--- src/hw/rtl/scd_pkg.sv ---
// ----------------------------------------------------------------------------
// scd_pkg: shared types and constants of the sync and checksum deframer
//
// Holds the frame layout, the capture map, the register indexes and the
// structs that pass between the front end, the frame queue and the back end.
// ----------------------------------------------------------------------------
package scd_pkg;

    localparam int BYTE_W          = 8;
    localparam int NUM_CAPTURED    = 12;
    localparam int SLOT_W          = 4;
    localparam int POS_MAX_W       = 6;
    localparam int DEF_FRAME_BYTES = 47;
    localparam int QUEUE_DEPTH     = 2;
    localparam int CFG_ADDR_W      = 1;
    localparam int CFG_DATA_W      = 8;
    localparam int S_TDATA_W       = 8;
    localparam int M_TDATA_W       = 16;

    // Reset values of the sync registers.
    localparam logic [BYTE_W-1:0] SYNC_FIRST_RST  = 8'h55;
    localparam logic [BYTE_W-1:0] SYNC_SECOND_RST = 8'h13;

    // Field number of the final beat of a run.
    localparam logic [SLOT_W-1:0] LAST_SLOT = SLOT_W'(NUM_CAPTURED - 1);

    // Configuration register indexes.
    typedef enum logic [CFG_ADDR_W-1:0] {
        REG_SYNC_FIRST  = 1'b0,
        REG_SYNC_SECOND = 1'b1
    } cfg_reg_t;

    // The twelve captured payload bytes of one frame.
    typedef logic [NUM_CAPTURED-1:0][BYTE_W-1:0] cap_frame_t;

    // Status of the frame queue as seen by both sides.
    typedef struct packed {
        logic full;
        logic not_empty;
    } q_status_t;

    // Result of the capture map lookup.
    typedef struct packed {
        logic              hit;
        logic [SLOT_W-1:0] slot;
    } cap_slot_t;

    // Maps a frame byte position to its capture slot, if it has one.
    function automatic cap_slot_t capture_slot(input logic [POS_MAX_W-1:0] pos);
        cap_slot_t res;
        res.hit  = 1'b1;
        res.slot = '0;
        unique case (pos)
            6'd2:  res.slot = 4'd0;
            6'd6:  res.slot = 4'd1;
            6'd7:  res.slot = 4'd2;
            6'd9:  res.slot = 4'd3;
            6'd10: res.slot = 4'd4;
            6'd14: res.slot = 4'd5;
            6'd15: res.slot = 4'd6;
            6'd16: res.slot = 4'd7;
            6'd17: res.slot = 4'd8;
            6'd18: res.slot = 4'd9;
            6'd19: res.slot = 4'd10;
            6'd20: res.slot = 4'd11;
            default: res.hit = 1'b0;
        endcase
        return res;
    endfunction

endpackage

--- src/hw/rtl/sync_checksum_frame_deframer.sv ---
// ----------------------------------------------------------------------------
// sync_checksum_frame_deframer: sync hunt and checksum frame deframer
//
// Input stream: one received byte per beat on s_tdata[7:0]. The block hunts
// for the first sync byte directly followed by the second one, then counts a
// frame of FRAME_BYTES bytes (the sync bytes are bytes 0 and 1). An 8-bit
// wrapping sum runs over all bytes but the last; the last byte is the
// checksum. Bytes 2, 6, 7, 9, 10 and 14 to 20 are captured.
// Output stream: for a frame whose checksum matches, twelve beats carry the
// captured bytes with their field number; m_tlast marks the twelfth. A frame
// that fails is dropped without output and the hunt restarts.
// Throughput: one input byte per cycle unless s_tready is low. A checked frame
// is queued, loaded by the run sender and sent one beat per cycle unless stalled.
// A two-entry frame queue sits between the hunt logic and the run sender;
// s_tready drops only while both entries are full, so a stalled receiver
// holds back input only once three complete runs are pending (one in the
// run sender and two in the queue).
// Configuration: cfg_addr 0 writes the first sync byte, 1 the second; writes
// take effect on the next cycle. Reset restores 0x55 and 0x13, empties the
// queue and restarts the hunt.
// ----------------------------------------------------------------------------
module sync_checksum_frame_deframer #(
    parameter int FRAME_BYTES = scd_pkg::DEF_FRAME_BYTES
) (
    input  logic                              aclk,
    input  logic                              aresetn,
    // Input stream; s_tdata: [7:0] rx_byte.
    input  logic                              s_tvalid,
    output logic                              s_tready,
    input  logic [scd_pkg::S_TDATA_W-1:0]     s_tdata,
    // Result stream; m_tdata: [7:0] field_value, [11:8] field_number,
    // [15:12] zero. m_tlast: last_of_frame.
    output logic                              m_tvalid,
    input  logic                              m_tready,
    output logic [scd_pkg::M_TDATA_W-1:0]     m_tdata,
    output logic                              m_tlast,
    // Configuration write port.
    input  logic                              cfg_wr_en,
    input  logic [scd_pkg::CFG_ADDR_W-1:0]    cfg_addr,
    input  logic [scd_pkg::CFG_DATA_W-1:0]    cfg_wdata
);
    import scd_pkg::*;

    logic [BYTE_W-1:0]  sync_first_reg;
    logic [BYTE_W-1:0]  sync_second_reg;
    q_status_t          q_stat;
    logic               push_valid;
    cap_frame_t         push_frame;
    cap_frame_t         rd_frame;
    logic               pop;
    logic [BYTE_W-1:0]  field_value;
    logic [SLOT_W-1:0]  field_number;

    // Sync byte registers.
    always_ff @(posedge aclk) begin
        if (!aresetn) begin
            sync_first_reg  <= SYNC_FIRST_RST;
            sync_second_reg <= SYNC_SECOND_RST;
        end else if (cfg_wr_en) begin
            unique case (cfg_reg_t'(cfg_addr))
                REG_SYNC_FIRST:  sync_first_reg  <= cfg_wdata[BYTE_W-1:0];
                REG_SYNC_SECOND: sync_second_reg <= cfg_wdata[BYTE_W-1:0];
                default: ;
            endcase
        end
    end

    scd_front #(
        .FRAME_BYTES (FRAME_BYTES)
    ) u_front (
        .aclk        (aclk),
        .aresetn     (aresetn),
        .s_tvalid    (s_tvalid),
        .s_tready    (s_tready),
        .rx_byte     (s_tdata[BYTE_W-1:0]),
        .sync_first  (sync_first_reg),
        .sync_second (sync_second_reg),
        .q_stat      (q_stat),
        .push_valid  (push_valid),
        .push_frame  (push_frame)
    );

    scd_queue u_queue (
        .aclk       (aclk),
        .aresetn    (aresetn),
        .push_valid (push_valid),
        .push_frame (push_frame),
        .pop        (pop),
        .q_stat     (q_stat),
        .rd_frame   (rd_frame)
    );

    scd_back u_back (
        .aclk          (aclk),
        .aresetn       (aresetn),
        .q_stat        (q_stat),
        .rd_frame      (rd_frame),
        .pop           (pop),
        .m_tvalid      (m_tvalid),
        .m_tready      (m_tready),
        .field_value   (field_value),
        .field_number  (field_number),
        .last_of_frame (m_tlast)
    );

    // Pack the result beat, padding to whole bytes.
    assign m_tdata = {{(M_TDATA_W - BYTE_W - SLOT_W){1'b0}}, field_number, field_value};

endmodule

--- src/hw/rtl/scd_front.sv ---
// ----------------------------------------------------------------------------
// scd_front: sync hunt, frame count, checksum and byte capture
//
// Takes one received byte per beat, hunts for the two sync bytes, keeps the
// running sum over a frame and hands a frame that passes its checksum to the
// queue as twelve captured bytes.
// ----------------------------------------------------------------------------
module scd_front #(
    parameter int FRAME_BYTES = scd_pkg::DEF_FRAME_BYTES
) (
    input  logic                           aclk,
    input  logic                           aresetn,
    input  logic                           s_tvalid,
    output logic                           s_tready,
    input  logic [scd_pkg::BYTE_W-1:0]     rx_byte,
    input  logic [scd_pkg::BYTE_W-1:0]     sync_first,
    input  logic [scd_pkg::BYTE_W-1:0]     sync_second,
    input  scd_pkg::q_status_t             q_stat,
    output logic                           push_valid,
    output scd_pkg::cap_frame_t            push_frame
);
    import scd_pkg::*;

    localparam int              POS_W    = $clog2(FRAME_BYTES);
    localparam logic [POS_W-1:0] LAST_POS = POS_W'(FRAME_BYTES - 1);
    localparam logic [POS_W-1:0] DATA_POS = POS_W'(2);

    typedef enum logic [2:0] {
        PH_HUNT  = 3'b001,
        PH_SYNC1 = 3'b010,
        PH_FRAME = 3'b100
    } phase_t;

    phase_t             phase_reg, phase_next;
    logic [POS_W-1:0]   pos_reg, pos_next;
    logic [BYTE_W-1:0]  sum_reg, sum_next;
    cap_frame_t         cap_reg, cap_next;
    cap_slot_t          slot;
    logic               accept;

    // A byte is taken whenever the queue can hold another frame.
    assign s_tready = !q_stat.full;
    assign accept   = s_tvalid && s_tready;
    assign slot     = capture_slot(POS_MAX_W'(pos_reg));

    // Hunt and frame state machine.
    always_comb begin
        phase_next = phase_reg;
        pos_next   = pos_reg;
        sum_next   = sum_reg;
        cap_next   = cap_reg;
        push_valid = 1'b0;
        if (accept) begin
            unique case (phase_reg)
                PH_SYNC1: begin
                    if (rx_byte == sync_second) begin
                        phase_next = PH_FRAME;
                        pos_next   = DATA_POS;
                        sum_next   = sync_first + rx_byte;
                    end else if (rx_byte == sync_first) begin
                        phase_next = PH_SYNC1;
                    end else begin
                        phase_next = PH_HUNT;
                    end
                end
                PH_FRAME: begin
                    if (slot.hit) begin
                        cap_next[slot.slot] = rx_byte;
                    end
                    if (pos_reg >= LAST_POS) begin
                        // Checksum byte: hand over the frame on a match.
                        push_valid = (rx_byte == sum_reg);
                        phase_next = PH_HUNT;
                        pos_next   = '0;
                    end else begin
                        sum_next = sum_reg + rx_byte;
                        pos_next = pos_reg + POS_W'(1);
                    end
                end
                default: begin
                    phase_next = (rx_byte == sync_first) ? PH_SYNC1 : PH_HUNT;
                end
            endcase
        end
    end

    // The current byte is merged in, so a capture at the checksum byte counts.
    assign push_frame = cap_next;

    // Control state.
    always_ff @(posedge aclk) begin
        if (!aresetn) begin
            phase_reg <= PH_HUNT;
            pos_reg   <= '0;
            sum_reg   <= '0;
        end else begin
            phase_reg <= phase_next;
            pos_reg   <= pos_next;
            sum_reg   <= sum_next;
        end
    end

    // Captured payload bytes.
    always_ff @(posedge aclk) begin
        cap_reg <= cap_next;
    end

endmodule

--- src/hw/rtl/scd_queue.sv ---
// ----------------------------------------------------------------------------
// scd_queue: short queue of checked frames
//
// Holds captured frames between the front end and the back end so that the
// front end keeps taking bytes while the back end sends a run.
// ----------------------------------------------------------------------------
module scd_queue (
    input  logic                 aclk,
    input  logic                 aresetn,
    input  logic                 push_valid,
    input  scd_pkg::cap_frame_t  push_frame,
    input  logic                 pop,
    output scd_pkg::q_status_t   q_stat,
    output scd_pkg::cap_frame_t  rd_frame
);
    import scd_pkg::*;

    localparam int DEPTH = QUEUE_DEPTH;
    localparam int PTR_W = (DEPTH > 1) ? $clog2(DEPTH) : 1;
    localparam int CNT_W = $clog2(DEPTH + 1);

    cap_frame_t         entry_reg [DEPTH];
    logic [PTR_W-1:0]   wr_ptr_reg, wr_ptr_next;
    logic [PTR_W-1:0]   rd_ptr_reg, rd_ptr_next;
    logic [CNT_W-1:0]   count_reg, count_next;
    logic               do_push, do_pop;

    assign q_stat.full      = (count_reg == CNT_W'(DEPTH));
    assign q_stat.not_empty = (count_reg != '0);
    assign do_push          = push_valid && !q_stat.full;
    assign do_pop           = pop && q_stat.not_empty;
    assign rd_frame         = entry_reg[rd_ptr_reg];

    // Pointer and fill count update.
    always_comb begin
        wr_ptr_next = wr_ptr_reg;
        rd_ptr_next = rd_ptr_reg;
        count_next  = count_reg;
        if (do_push) begin
            wr_ptr_next = (wr_ptr_reg == PTR_W'(DEPTH - 1)) ? '0 : wr_ptr_reg + PTR_W'(1);
        end
        if (do_pop) begin
            rd_ptr_next = (rd_ptr_reg == PTR_W'(DEPTH - 1)) ? '0 : rd_ptr_reg + PTR_W'(1);
        end
        if (do_push && !do_pop) begin
            count_next = count_reg + CNT_W'(1);
        end else if (do_pop && !do_push) begin
            count_next = count_reg - CNT_W'(1);
        end
    end

    always_ff @(posedge aclk) begin
        if (!aresetn) begin
            wr_ptr_reg <= '0;
            rd_ptr_reg <= '0;
            count_reg  <= '0;
        end else begin
            wr_ptr_reg <= wr_ptr_next;
            rd_ptr_reg <= rd_ptr_next;
            count_reg  <= count_next;
        end
    end

    // Frame storage.
    always_ff @(posedge aclk) begin
        if (do_push) begin
            entry_reg[wr_ptr_reg] <= push_frame;
        end
    end

endmodule

--- src/hw/rtl/scd_back.sv ---
// ----------------------------------------------------------------------------
// scd_back: run sender
//
// Loads one checked frame from the queue and sends its twelve captured bytes
// as a run of beats, marking the last one.
// ----------------------------------------------------------------------------
module scd_back (
    input  logic                           aclk,
    input  logic                           aresetn,
    input  scd_pkg::q_status_t             q_stat,
    input  scd_pkg::cap_frame_t            rd_frame,
    output logic                           pop,
    output logic                           m_tvalid,
    input  logic                           m_tready,
    output logic [scd_pkg::BYTE_W-1:0]     field_value,
    output logic [scd_pkg::SLOT_W-1:0]     field_number,
    output logic                           last_of_frame
);
    import scd_pkg::*;

    logic                busy_reg, busy_next;
    logic [SLOT_W-1:0]   idx_reg, idx_next;
    cap_frame_t          frame_reg;
    logic                beat_done, run_done;

    assign m_tvalid      = busy_reg;
    assign field_value   = frame_reg[idx_reg];
    assign field_number  = idx_reg;
    assign last_of_frame = (idx_reg == LAST_SLOT);

    assign beat_done = m_tvalid && m_tready;
    assign run_done  = beat_done && last_of_frame;
    // Load the next frame as soon as the previous run has gone out.
    assign pop       = q_stat.not_empty && (!busy_reg || run_done);

    always_comb begin
        busy_next = busy_reg;
        idx_next  = idx_reg;
        if (pop) begin
            busy_next = 1'b1;
            idx_next  = '0;
        end else if (run_done) begin
            busy_next = 1'b0;
        end else if (beat_done) begin
            idx_next = idx_reg + SLOT_W'(1);
        end
    end

    always_ff @(posedge aclk) begin
        if (!aresetn) begin
            busy_reg <= 1'b0;
            idx_reg  <= '0;
        end else begin
            busy_reg <= busy_next;
            idx_reg  <= idx_next;
        end
    end

    always_ff @(posedge aclk) begin
        if (pop) begin
            frame_reg <= rd_frame;
        end
    end

endmodule

--- config.mk ---
export PLATFORM = sky130hd
export DESIGN_NAME = sync_checksum_frame_deframer
export DESIGN_NICKNAME = d
export VERILOG_FILES = /design/src/hw/rtl/scd_pkg.sv /design/src/hw/rtl/sync_checksum_frame_deframer.sv /design/src/hw/rtl/scd_front.sv /design/src/hw/rtl/scd_queue.sv /design/src/hw/rtl/scd_back.sv
export SDC_FILE = /design/constraint.sdc
export NUM_CORES = 1
export LEC_CHECK = 0
export BUFFER_PORTS_ARGS = -buffer_cell sky130_fd_sc_hd__buf_2
export CAP_MARGIN = 20
export CORE_MARGIN = 3
export CORE_UTILIZATION = 25
export CTS_CLUSTER_SIZE = 10
export DETAILED_ROUTE_END_ITERATION = 10
export PLACE_DENSITY = 0.48
export SYNTH_ARGS = -nofsm -noshare
export SYNTH_HDL_FRONTEND = slang
export SYNTH_SLANG_ARGS = --single-unit
--- constraint.sdc ---
create_clock -name aclk -period 9.55 [get_ports aclk]
set_clock_uncertainty 0.1 [all_clocks]
set_input_delay 0.4775 -clock aclk [delete_from_list [all_inputs] [get_ports aclk]]
set_output_delay 0.4775 -clock aclk [all_outputs]
set_load 0.1 [all_outputs]
# Yosys cells after proc, flatten, opt, wreduce, memory -nomap -nowiden
# Memory sizes are Yosys's and may differ from the RTL's. A register that Yosys moved wholly into a read port is not among the register bits.
# Index checks and enable logic that the tools add are counted.
[totals] register_bits=138 ramBits=192 input_bits=22 output_inout_bits=19 elab_cells=117 n_memories=1
[memory_table] name="u_queue.entry_reg" words=2 word_bits=96 read_ports=1 rd_clocked_by_memory_dff=1 wr=1 line="scd_queue.sv:22" rtl="cap_frame_t entry_reg [DEPTH];"
[classes] n_addsub=8 magnitude_cmp=4 eq_ne=22 n_mux=31 bitwise_logic=3 reduce_logical=26
[ops] op="two-way mux 96 bit" count=3
[ops] op="bitwise mux 96 bit" count=1
[ops] op="case mux 4 bit (11 select lines)" count=1
[ops] op="binary-select mux 8 bit (select 4 bit)" count=1
[ops] op="demux 8 bit (select 4 bit)" count=1
[ops] op="two-way mux 8 bit" count=4
[ops] op="equality test 6 x 5 -> 1 bit (second input constant)" count=5
[ops] op="equality test 6 x 4 -> 1 bit (second input constant)" count=4
[ops] op="equality test 8 bit" count=3
[ops] op="adder 8 bit" count=2
[ops] op="case mux 8 bit (2 select lines)" count=1
[ops] op="equality test 6 x 3 -> 1 bit (second input constant)" count=2
[ops] op="two-way mux 6 bit" count=2
[ops] op="case mux 6 bit (2 select lines)" count=1
[ops] op="OR reduction 12 bit" count=1
[ops] op="less-than comparator 4 x 5 -> 1 bit (second input constant)" count=2
[ops] op="two-way mux 1 bit" count=10
[ops] op="logical AND 1 bit" count=9
[ops] op="AND reduction 2 bit" count=4
[ops] op="nonzero test 2 bit" count=4
[ops] op="adder 6 x 1 -> 6 bit (second input constant)" count=1
[ops] op="equality test 6 x 2 -> 1 bit (second input constant)" count=1
[ops] op=">= comparator 6 bit (second input constant)" count=1
[ops] op="two-way mux 2 bit" count=3
[ops] op="19 further kinds" count=27

# Longest topological paths before layout
# Gate-level depths: netlist (run 1).
[logic_depth] word_depth=10 mapped_depth=10 depth_no_buf=9

# By module
# From an unflattened synthesis (run 1), not the netlist that was laid out.
[unflattened] cells_unflattened=1030 area_unflattened_um2=17038.8
[modules_own_cells] module="scd_queue" n_inst=1 cells_per_inst=324 area_each_um2=7364.6 seq_area_each_um2=5865.6
[modules_own_cells] module="scd_front" n_inst=1 cells_per_inst=430 area_each_um2=5028.6 seq_area_each_um2=2262.2
[modules_own_cells] module="scd_back" n_inst=1 cells_per_inst=201 area_each_um2=3961.3 seq_area_each_um2=2982.9
[modules_own_cells] module="sync_checksum_frame_deframer" n_inst=1 cells_per_inst=75 area_each_um2=684.4 seq_area_each_um2=320.3

# Least setup slack after synthesis (run 1)
# Ideal clock, no wire load.
[synth_path] kind="flip-flop to flip-flop" startpoint="register u_queue.count_reg[0]" endpoint="memory u_queue.entry_reg[0][0] (netlist bit), enable pin" setup_time_ns=0.563 arrival_time_ns=6.518 required_time_ns=8.887 setup_slack_ns=2.369 stages_incl_launch_ff=5 n_path_buf=0 synth_period_minus_slack_ns=7.181 cell_sequence="dfxtp_1 nand2b_1 nand3_1 nor4_1 nor2b_1"
[synth_between] elab_chain_cells=7
[synth_rtl] item="start: declaration" line="scd_queue.sv:25" rtl="logic [CNT_W-1:0] count_reg, count_next;"
[synth_rtl] item="start signal: assignment" line="scd_queue.sv:60" rtl="count_reg <= count_next;"
[synth_rtl] item="equality test 2 bit (*)" line="scd_queue.sv:28" rtl="assign q_stat.full = (count_reg == CNT_W'(DEPTH));"
[synth_rtl] item="logical NOT 1 bit (*)" line="scd_front.sv:42" rtl="assign s_tready = !q_stat.full;"
[synth_rtl] item="via s_tready" line="sync_checksum_frame_deframer.sv:29" rtl="output logic s_tready,"
[synth_rtl] item="logical AND 1 bit" line="scd_front.sv:43" rtl="assign accept = s_tvalid && s_tready;"
[synth_rtl] item="two-way mux 1 bit" line="scd_front.sv:53" rtl="if (accept) begin"
[synth_rtl] item="logical AND 1 bit (*)" line="scd_queue.sv:30" rtl="assign do_push = push_valid && !q_stat.full;"
[synth_rtl] item="via u_queue.do_push" line="scd_queue.sv:26" rtl="logic do_push, do_pop;"
[synth_rtl] item="two-way mux 1 bit (*)" line="scd_queue.sv:66" rtl="if (do_push) begin"
[synth_rtl] item="two-way mux 1 bit (implied by the code) (*)" line="scd_queue.sv:67" rtl="entry_reg[wr_ptr_reg] <= push_frame;"
[synth_rtl] item="end: declaration" line="scd_queue.sv:22"
# The timed path passes the listed nets; every way through them passes the cells marked *.

# Worst setup path in the final report (run 1)
[layout_path] startpoint="register u_front.pos_reg[3]" endpoint="memory u_queue.entry_reg[0][34] (netlist bit), enable pin"
[layout_between] elab_chain_cells=7
[layout_rtl] item="start: declaration" line="scd_front.sv:35" rtl="logic [POS_W-1:0] pos_reg, pos_next;"
[layout_rtl] item="start signal: assignment" line="scd_front.sv:98" rtl="pos_reg <= pos_next;"
[layout_rtl] item=">= comparator 6 bit" line="scd_front.sv:70" rtl="if (pos_reg >= LAST_POS) begin"
[layout_rtl] item="two-way mux 1 bit" line="scd_front.sv:70"
[layout_rtl] item="two-way mux 1 bit" line="scd_front.sv:54" rtl="unique case (phase_reg)"
[layout_rtl] item="two-way mux 1 bit" line="scd_front.sv:53"
[layout_rtl] item="logical AND 1 bit" line="scd_queue.sv:30"
[layout_rtl] item="via u_queue.do_push" line="scd_queue.sv:26"
[layout_rtl] item="two-way mux 1 bit" line="scd_queue.sv:66"
[layout_rtl] item="two-way mux 1 bit (implied by the code)" line="scd_queue.sv:67"
# The timed path passes the listed nets, and every way through them passes these cells.

==> flow_metrics.env, run 1 <==
export IMPL_finalPower_w=0.00375
export IMPL_fin_area_um2=19200
export IMPL_post_synth_top_area_fraction_pct=52.1
export IMPL_finalCritPeriodShare_pct=40.8
export IMPL_io_pin_count=41
export IMPL_num_rows=93
export IMPL_cts_tree="built"
export IMPL_fp_coreArea_um2=65000
export IMPL_grt_met1_usage_pct=13.8
export IMPL_global_route_usage_met2_pct=16.3
export IMPL_yosys_area_top_type="edfxtp_1"
export IMPL_syn_area_um2=16600
export IMPL_critPathMostFrequentCell="buf_4"
export IMPL_worst_path_buf_inv=2
export IMPL_drv_cap=0
export IMPL_async_flop_share_pct=0
export IMPL_fmax_ghz=0.257
export IMPL_crit_family="buffers and inverters"
export IMPL_diodes=0
export IMPL_layout_min_cycle_time_ns=3.90
export IMPL_cts_buffer_depth=3
export IMPL_die_h_um=264
export IMPL_peakVddDrop_mv=0.143
export IMPL_top_usage_layer="met2"
export IMPL_finalSetupViolCount=0
export IMPL_cell_internal_pwr_w=0.00299
export IMPL_initialDrtViolationCount=355
export IMPL_path_class="reg -> reg"
export IMPL_tns_ns=0
export IMPL_grt_start_max_net_pins=61
export IMPL_pwr_share_comb_pct=1.8
export IMPL_start_util_pct=25.5
export IMPL_yosysWarnings=0
export IMPL_worstPathMaxFanout=53
export IMPL_wire_per_inst_um=17.9
export IMPL_num_nets_final=1099
export IMPL_drtAntennaViolNets=0
export IMPL_grt_pass1_vias=8763
export IMPL_syn_to_final_growth_pct=15.6
export IMPL_path_cells="o2111ai_1 > and2_1 > nor4_1 > nor2b_4 > buf_4 > buf_4"
export IMPL_gp_congestion=0.748
export IMPL_pwr_share_seq_pct=52.1
export IMPL_dpl_hpwl_mm=21.1
export IMPL_grt_overflow_total=0
export IMPL_leakagePower_nw=5.76
export IMPL_routed_wl_mm=35.0
export IMPL_grt_pass1_wl_mm=54.3
export IMPL_yosysMostFrequentCell="edfxtp_1"
export IMPL_switching_share_pct=20.3
export IMPL_cts_root_buf="clkbuf_16"
export IMPL_die_w_um=264
export IMPL_synth_edf_count=288
export IMPL_largest_reg_flops=192
export IMPL_ys_ff_latch=426
export IMPL_cts_resized=0
export IMPL_cts_hold_buffers=2
export IMPL_synthTopCellsByArea="edfxtp_1, dfxtp_1, mux2_2, mux4_2, mux2_4"
export IMPL_htreeDepth=2
export IMPL_relSlewSlack_pct=31.4
export IMPL_yosysUniqueCellTypes=63
export IMPL_slowest_delay_ns=0.75
export IMPL_nFillCells=6426
export IMPL_yosysSeqAreaShare_pct=68.8
export IMPL_grt_total_usage_pct=10.1
export IMPL_cts_buffers=49
export IMPL_synthTopCellsByCount="edfxtp_1, mux2_2, dfxtp_1"
export IMPL_portBuffers=36
export IMPL_worst_pin_slew_ns=1.03
export IMPL_clock_latency_ns=0.58
export IMPL_rsz0062_at_grt="no"
export IMPL_drive_above_1_share_pct=31.4
export IMPL_status="complete, no violations"
export IMPL_avgSynthCellArea_um2=16.3
export IMPL_post_cts_setup_buffer_count=0
export IMPL_cts_sinks=426
export IMPL_via_per_inst=4.25
export IMPL_clkSlewWorstSetupHoldPaths_ns=0.06
export IMPL_num_vias=8312
export IMPL_grt_met3_usage_pct=1.91
export IMPL_syn_inst=1021
export IMPL_drt_first_pass_iters=6
export IMPL_crit_slowest_cell="buf_4"
export IMPL_endpoint_kind="flip-flop"
export IMPL_p_sw_w=0.000761
export IMPL_drc=0
export IMPL_die_area_um2=69500
export IMPL_power_density_nw_per_um2=195
export IMPL_arrival_ns=3.99
export IMPL_synthFlopType="edfxtp_1"
export IMPL_crit_required_ns=9.65
export IMPL_antenna_found_initial=2
export IMPL_place_area_um2=17700
export IMPL_drv_slew=0
export IMPL_hold_viol_final=0
export IMPL_power_frac_clock_pct=46.1
export IMPL_hold_path_class="in -> reg"
export IMPL_worstSetupStartpointType="flip-flop"
## kinds of logic after synthesis
logic type / Yosys count / share of synthesized area, %
buf+inv: 80 / 1.98
mux: 238 / 18.0
flops: 426 / 68.8
other cells: 1 / 0.0226
simple gates: 147 / 4.98
fa+ha+maj: 14 / 1.10
xor+xnor: 37 / 1.95
compound gates: 78 / 3.17
## layer usage
layer	up-vias	part of all wire (%)	wire length (µm)
met5	-	0	0
met4	0	2.1	749
met3	50	4.2	1460
met2	142	47	16300
met1	4194	47	16500
li1	3926	-	-
## area by class of cell
type                       count  area, µm²  share of cell area (%)
clock buffer                  87       1400                    7.30
tap                          855       1070                    5.57
inverter                      20       77.6                   0.404
timing repair buffer          48        275                    1.43
sequential                   426      11400                    59.5
clock inverter                 4       71.3                   0.372
multi-input combinational    518       4880                    25.4
## cell usage in the layout (no fill, tap or decap), types with 3 or more instances in the layout
master	synthesis	layout
dfxtp_1	138	135
clkbuf_1	42	36
buf_4	5	10
conb_1	1	4
inv_1	20	19
nand2b_1	5	5
and2_1	6	5
mux2_2	184	184
xor2_1	24	24
nand3_1	16	16
mux2_4	16	16
o22ai_1	10	10
a31oi_1	3	3
o21ai_0	9	9
buf_2	7	36
a211oi_1	4	4
clkbuf_16	0	50
mux4_2	24	24
o31ai_1	3	3
nand2_1	56	56
a21oi_1	24	24
ha_1	13	13
nor2_1	17	17
o21bai_1	3	3
nor4_1	5	5
xnor2_1	13	13
nand4b_1	3	3
nand4_1	6	6
mux2i_1	14	14
edfxtp_1	288	288
nand3b_1	6	6
nor3_1	7	7
nor2b_1	5	4
o211ai_1	4	4
## power groups by stage
stage	clock (W)	sequential, W	combinational, W
floorplan	0	0.00199	0.0000492
global placement	0	0.00199	0.0000674
detailed placement	0	0.00199	0.0000677
CTS	0.00179	0.00195	0.0000690
global route	0.00187	0.00195	0.0000764
finish	0.00173	0.00195	0.0000680
## stage by stage
stage	hold slack, ns	utilization, %	worst slack [ns]	std cells
5_1_grt	0.0246	29.5	5.35	1958
2_1_floorplan	0.339	-	2.37	1024
6_report	0.0357	29.5	5.65	1958
4_1_cts	0.00152	29.5	5.56	1958
3_5_place_dp	0.364	27.2	5.46	1865
3_3_place_gp	0.355	27.2	5.56	1865
## final timing paths
path / startpoint / slack (ns) / end / cells after the start
worst min-delay path: cfg_wdata[2] / 0.04 / sync_first_reg[2]$_SDFFE_PN1P_ / 3
worst max-delay path: u_front.pos_reg[3]$_SDFFE_PN0P_ / 5.65 / u_queue.entry_reg[0][34]$_DFFE_PP_ / 6
worst min register to register: u_front.phase_reg[2]$_SDFFE_PN0P_ / 0.38 / u_front.phase_reg[2]$_SDFFE_PN0P_ / 2
worst max register to register: u_front.pos_reg[3]$_SDFFE_PN0P_ / 5.65 / u_queue.entry_reg[0][34]$_DFFE_PP_ / 6
## worst register-to-register path, cell delays in order, from the launching register on
cell and delay [ns]:
dfxtp_1 0.68, o2111ai_1 0.23, and2_1 0.25, nor4_1 0.59, nor2b_4 0.27, buf_4 0.59, buf_4 0.77
Power figures use the tool's default switching activity.
==> inputs of run 2 (changes only) <==
ABC_AREA = 1   (was unset)
clock period = 3.6 ns   (was 9.55 ns; I/O delays follow)
==> run 2 against run 1 <==
Net effect: combinational power grew to 35 times the previous value; register-to-register slack lost 4.8 ns; worst setup slack worse by 5.3 ns; synthesized cell count rose by 58%; routed wire length grew 24%; sequential power rose to 3.2 times the previous value; critical path depth up 1; critical path type is now reg -> out; largest cell class unchanged.
==> flow_metrics.env, run 2 <==
export IMPL_multiInputGateArea_um2=4900
export IMPL_final_cell_mix="nand2_1, edfxtp_1, dfxtp_1"
export IMPL_die_area_um2=70600
export IMPL_final_common_cell="nand2_1"
export IMPL_diodes=0
export IMPL_fin_area_um2=19800
export IMPL_start_util_pct=25.4
export IMPL_die_w_um=266
export IMPL_htreeDepth=2
export IMPL_synthTopCellsByCount="nand2_1, edfxtp_1, dfxtp_1"
export IMPL_leakagePower_nw=7.39
export IMPL_cts_hold_buffers=24
export IMPL_rsz0062_at_grt="no"
export IMPL_num_rows=94
export IMPL_synthTopCellsByArea="edfxtp_1, dfxtp_1, nand2_1, o21ai_0, nor2_1"
export IMPL_drv_slew=0
export IMPL_cts_tree="built"
export IMPL_via_per_inst=4.36
export IMPL_worstSetupStartpointType="flip-flop"
export IMPL_finalSetupViolCount=0
export IMPL_path_class="reg -> out"
export IMPL_dpl_hpwl_mm=26.6
export IMPL_cts_resized=0
export IMPL_tns_ns=0
export IMPL_status="complete, no violations"
export IMPL_avgSynthCellArea_um2=10.5
export IMPL_power_density_nw_per_um2=671
export IMPL_place_area_um2=18100
export IMPL_place_inst=2464
export IMPL_worst_pin_slew_ns=0.724
export IMPL_clock_latency_ns=0.60
export IMPL_grt_overflow_total=0
export IMPL_drv_cap=0
export IMPL_pwr_share_seq_pct=46.6
export IMPL_antenna_found_initial=0
export IMPL_fmax_ghz=0.313
export IMPL_largest_reg_flops=192
export IMPL_post_synth_top_area_fraction_pct=51.3
export IMPL_syn_inst=1612
export IMPL_synth_compound_area_share_pct=6.09
export IMPL_hold_path_class="in -> reg"
export IMPL_cts_buffer_depth=3
export IMPL_wire_per_inst_um=16.8
export IMPL_io_pin_count=41
export IMPL_yosysSeqAreaShare_pct=67.7
export IMPL_cell_internal_pwr_w=0.00917
export IMPL_utilization_pct=29.9
export IMPL_layout_min_cycle_time_ns=3.20
export IMPL_num_nets_final=1712
export IMPL_relSlewSlack_pct=51.7
export IMPL_cts_sinks=426
export IMPL_post_cts_setup_buffer_count=0
export IMPL_yosysWarnings=0
export IMPL_grt_total_usage_pct=12.2
export IMPL_reg2reg_slack_ns=0.81
export IMPL_drt_first_pass_iters=5
export IMPL_crit_required_ns=3.32
export IMPL_syn_to_final_growth_pct=17.5
export IMPL_synthFlopType="edfxtp_1"
export IMPL_grt_start_max_net_pins=97
export IMPL_reg2regPathDepth=10
export IMPL_synth_edf_count=288
export IMPL_switching_share_pct=31.1
export IMPL_syn_area_um2=16900
export IMPL_async_flop_share_pct=0
export IMPL_cts_buffers=50
export IMPL_r2r_start="u_front.pos_reg[0]$_SDFFE_PN0P_"
export IMPL_yosys_area_share_simple_pct=19.8
export IMPL_synth_xor_area_share_pct=1.04
export IMPL_hold_viol_final=0
export IMPL_gp_congestion=0.799
export IMPL_cp_endpoint="m_tdata[3]"
export IMPL_num_vias=11300
export IMPL_p_sw_w=0.00413
export IMPL_synth_fa_ha_area_share_pct=1.08
export IMPL_grt_pass1_vias=11100
export IMPL_die_h_um=266
export IMPL_finalCritPeriodShare_pct=88.8
export IMPL_yosysUniqueCellTypes=38
export IMPL_cts_root_buf="clkbuf_16"
export IMPL_yosysMostFrequentCell="nand2_1"
export IMPL_ys_ff_latch=426
export IMPL_clkSlewWorstSetupHoldPaths_ns=0.05
export IMPL_fin_cells=2580
export IMPL_yosys_area_top_type="edfxtp_1"
export IMPL_peakVddDrop_mv=0.471
export IMPL_rr_endpoint="u_queue.entry_reg[1][56]$_DFFE_PP_"
export IMPL_portBuffers=36
export IMPL_startpoint="u_back.field_number[0]$_SDFFE_PP0P_"
export IMPL_initialDrtViolationCount=850
export IMPL_worstPathMaxFanout=36
export IMPL_power_frac_clock_pct=35.3
export IMPL_drtAntennaViolNets=0
export IMPL_drc=0
export IMPL_synth_top_family_by_area="simple AND/OR/NAND/NOR gates"
export IMPL_endpoint_kind="output pin"
export IMPL_fp_coreArea_um2=66300
export IMPL_drive_above_1_share_pct=9.91
export IMPL_grt_pass1_wl_mm=66.0
export IMPL_pwr_share_comb_pct=18.1
export IMPL_seq_area_um2=11400
export IMPL_arrival_ns=2.92
export IMPL_synthMuxAreaShare_pct=0.772
export IMPL_routed_wl_mm=43.2
export IMPL_nFillCells=6830
==> run 2: worst min path at each step <==
stage          depth (start not counted)                              end          from  slack (ns)
6_report                               3      u_front.cap_reg[80]$_DFF_P_    s_tdata[0]        0.07
5_1_grt                                3      u_front.cap_reg[80]$_DFF_P_    s_tdata[0]        0.08
4_1_cts                                3      u_front.cap_reg[80]$_DFF_P_    s_tdata[0]        0.03
3_5_place_dp                           3  sync_second_reg[4]$_SDFFE_PN1P_  cfg_wdata[4]        0.30
3_3_place_gp                           3  sync_second_reg[4]$_SDFFE_PN1P_  cfg_wdata[4]        0.30
2_1_floorplan                          2  sync_second_reg[4]$_SDFFE_PN1P_  cfg_wdata[4]        0.19
==> run 2: logic make-up (layout without fill, tap and decap cells) <==
kind of cell    after synthesis  in the layout
simple gates                819            819
fa+ha+maj                    14             14
flops                       426            426
buf+inv                     142            243
compound gates              177            177
mux                          13             13
other cells                   1              4
xor+xnor                     20             20
==> run 2: cell type report <==
class	count	share of cell area [%]
inverter	72	1.40
timing repair buffer	79	3.09
clock buffer	88	7.34
sequential	426	57.7
multi-input combinational	1047	24.7
tap	864	5.46
clock inverter	4	0.309
==> run 2: critical path, stage by stage, from the launching register on <==
cell and delay (ns):
dfxtp_4 0.47, clkinv_1 0.08, buf_4 0.36, nor2_1 0.08, o32ai_1 0.50, nand3_1 0.15, nand2_1 0.20, buf_2 0.47
==> run 2: layer usage <==
metal | routed length, µm | GRT usage (%) | vias to the layer above
li1 | - | - | 5536
met1 | 21300 | 17.3 | 5428
met2 | 19100 | 19.2 | 227
met3 | 1710 | 1.99 | 67
met4 | 1050 | 3.59 | 0
met5 | 0 | 0 | -
==> run 2: stage by stage <==
step / hold WS [ns] / total power (W) / setup WS (ns)
final: 0.0665 / 0.0133 / 0.401
after global placement: 0.302 / 0.00871 / 0.842
after CTS: 0.0300 / 0.0135 / 0.366
after floorplan: 0.193 / 0.00781 / -0.0928
after global routing: 0.0792 / 0.0139 / 0.281
after detailed placement: 0.304 / 0.00873 / 0.828
==> run 2: power by group through the flow <==
stage,Clock (W),Combinational (W),Sequential (W)
floorplan,0,0.00163,0.00619
global placement,0,0.00241,0.00629
detailed placement,0,0.00243,0.00629
CTS,0.00482,0.00246,0.00620
global route,0.00500,0.00265,0.00625
finish,0.00469,0.00241,0.00620
==> inputs of run 3 (changes only) <==
--- a/constraint.sdc
+++ b/constraint.sdc
@@ -4,2 +4,2 @@
 set_output_delay 0.18 -clock aclk [all_outputs]
-set_load 0.1 [all_outputs]
+set_load 0.05 [all_outputs]
==> run 3 against run 2 <==
Net effect: maximum frequency increased by 3.5%; highest routed layer unchanged; first-iteration DRC count decreased by 20%; combinational power decreased by 9.5%.
==> flow_metrics.env, run 3 (synthesis results as in run 2) <==
export IMPL_holdWs_ns=0.0660
export IMPL_htreeDepth=2
export IMPL_hold_viol_final=0
export IMPL_drv_cap=0
export IMPL_drt_first_pass_iters=5
export IMPL_diodes=0
export IMPL_fin_cells=2582
export IMPL_grt_pass1_vias=11100
export IMPL_power_density_nw_per_um2=654
export IMPL_cts_sinks=426
export IMPL_tns_ns=0
export IMPL_hold_path_class="in -> reg"
export IMPL_relSlewSlack_pct=47.4
export IMPL_place_inst=2467
export IMPL_crit_required_ns=3.32
export IMPL_drive_above_1_share_pct=9.66
export IMPL_rsz0062_at_grt="no"
export IMPL_drv_slew=0
export IMPL_finalCritPeriodShare_pct=85.9
export IMPL_status="complete, no violations"
export IMPL_via_per_inst=4.35
export IMPL_leakagePower_nw=7.37
export IMPL_drtAntennaViolNets=0
export IMPL_final_common_cell="nand2_1"
export IMPL_num_rows=94
export IMPL_clkSlewWorstSetupHoldPaths_ns=0.06
export IMPL_die_area_um2=70600
export IMPL_antenna_found_initial=0
export IMPL_clock_latency_ns=0.60
export IMPL_die_h_um=266
export IMPL_worstSetupStartpointType="flip-flop"
export IMPL_finalPower_w=0.0129
export IMPL_arrival_ns=2.81
export IMPL_grt_start_max_net_pins=97
export IMPL_worstPathMaxFanout=32
export IMPL_io_pin_count=41
export IMPL_cts_buffer_depth=3
export IMPL_initialDrtViolationCount=682
export IMPL_cts_root_buf="clkbuf_16"
export IMPL_largest_reg_flops=192
export IMPL_grt_pass1_wl_mm=66.2
export IMPL_gp_congestion=0.812
export IMPL_grt_overflow_total=0
export IMPL_num_vias=11200
export IMPL_cts_tree="built"
export IMPL_dpl_hpwl_mm=26.6
export IMPL_cts_resized=0
export IMPL_die_w_um=266
export IMPL_path_class="reg -> out"
export IMPL_nFillCells=6820
export IMPL_routed_wl_mm=43.2
export IMPL_layout_min_cycle_time_ns=3.09
export IMPL_cts_buffers=50
export IMPL_final_cell_mix="nand2_1, edfxtp_1, dfxtp_1"
export IMPL_drc=0
export IMPL_portBuffers=36
export IMPL_worst_pin_slew_ns=0.790
export IMPL_fp_coreArea_um2=66300
export IMPL_start_util_pct=25.4
export IMPL_peakVddDrop_mv=0.332
export IMPL_num_nets_final=1714
export IMPL_finalSetupViolCount=0
export IMPL_grt_total_usage_pct=12.2
export IMPL_wire_per_inst_um=16.7
export IMPL_syn_to_final_growth_pct=17.3
export IMPL_fmax_ghz=0.323
export IMPL_endpoint_kind="output pin"
==> run 3: cell types whose count changed in the layout (fill, tap and decap cells not counted), sizes merged <==
cell	change
buf	+3
clkbuf	-3
clkinv	+3
dlygate4sd3	-1
==> run 3: worst paths after layout <==
kind	from	end	slack [ns]	cells after the start
hold reg to reg	u_front.cap_reg[42]$_DFF_P_	u_front.cap_reg[42]$_DFF_P_	0.36	2
hold / removal	s_tdata[0]	u_front.cap_reg[88]$_DFF_P_	0.07	3
setup / recovery	u_back.field_number[0]$_SDFFE_PP0P_	m_tdata[1]	0.51	7
setup reg to reg	u_front.pos_reg[0]$_SDFFE_PN0P_	u_queue.entry_reg[1][57]$_DFFE_PP_	0.65	10
==> run 3: power by group <==
| group | total [W] | leakage (nW) | internal [W] | switching, W |
|---|---|---|---|---|
| logic | 0.00218 | 3.32 | 0.000543 | 0.00163 |
| registers | 0.00617 | 3.35 | 0.00591 | 0.000260 |
| clock network | 0.00459 | 0.699 | 0.00262 | 0.00197 |
==> run 3: through the flow <==
| step | cell area [µm²] | setup WS [ns] | utilization (%) |
|---|---|---|---|
| finish | 19800 | 0.508 | 29.8 |
| global route | 19800 | 0.370 | 29.8 |
| CTS | 19800 | 0.483 | 29.8 |
| detailed placement | 18100 | 0.671 | 27.3 |
| global placement | 18100 | 0.734 | 27.3 |
| floorplan | 16900 | 0.0841 | - |
==> run 3: cell type report <==
class | count | area (µm²) | share of cell area (%)
repair buffers | 81 | 638 | 3.23
flip-flops and latches | 426 | 11400 | 57.7
inverters | 72 | 278 | 1.40
clock inverters | 7 | 82.6 | 0.418
multi-input cells | 1047 | 4890 | 24.8
clock buffers | 85 | 1380 | 6.99
well taps | 864 | 1080 | 5.47
==> run 3: timing repair <==
| item | CTS | global route |
|---|---|---|
| buffers inserted | 0 | 0 |
| hold buffers | 23 | 0 |
| hold endpoints to repair | 34 | 0 |
==> run 3: metal layers <==
metal,GRT usage [%],up-vias,share of wire [%]
li1,-,5542,-
met1,17.2,5379,48
met2,19.1,239,44
met3,2.57,62,5.2
met4,3.29,0,2.2
met5,0,-,0
==> run 3: critical path, cell delays in order, from the launching register on <==
cell and delay [ns]:
dfxtp_2 0.33, buf_4 0.33, buf_4 0.39, mux2i_1 0.32
o22ai_1 0.22, o211ai_1 0.28, nand2_1 0.11, buf_2 0.23
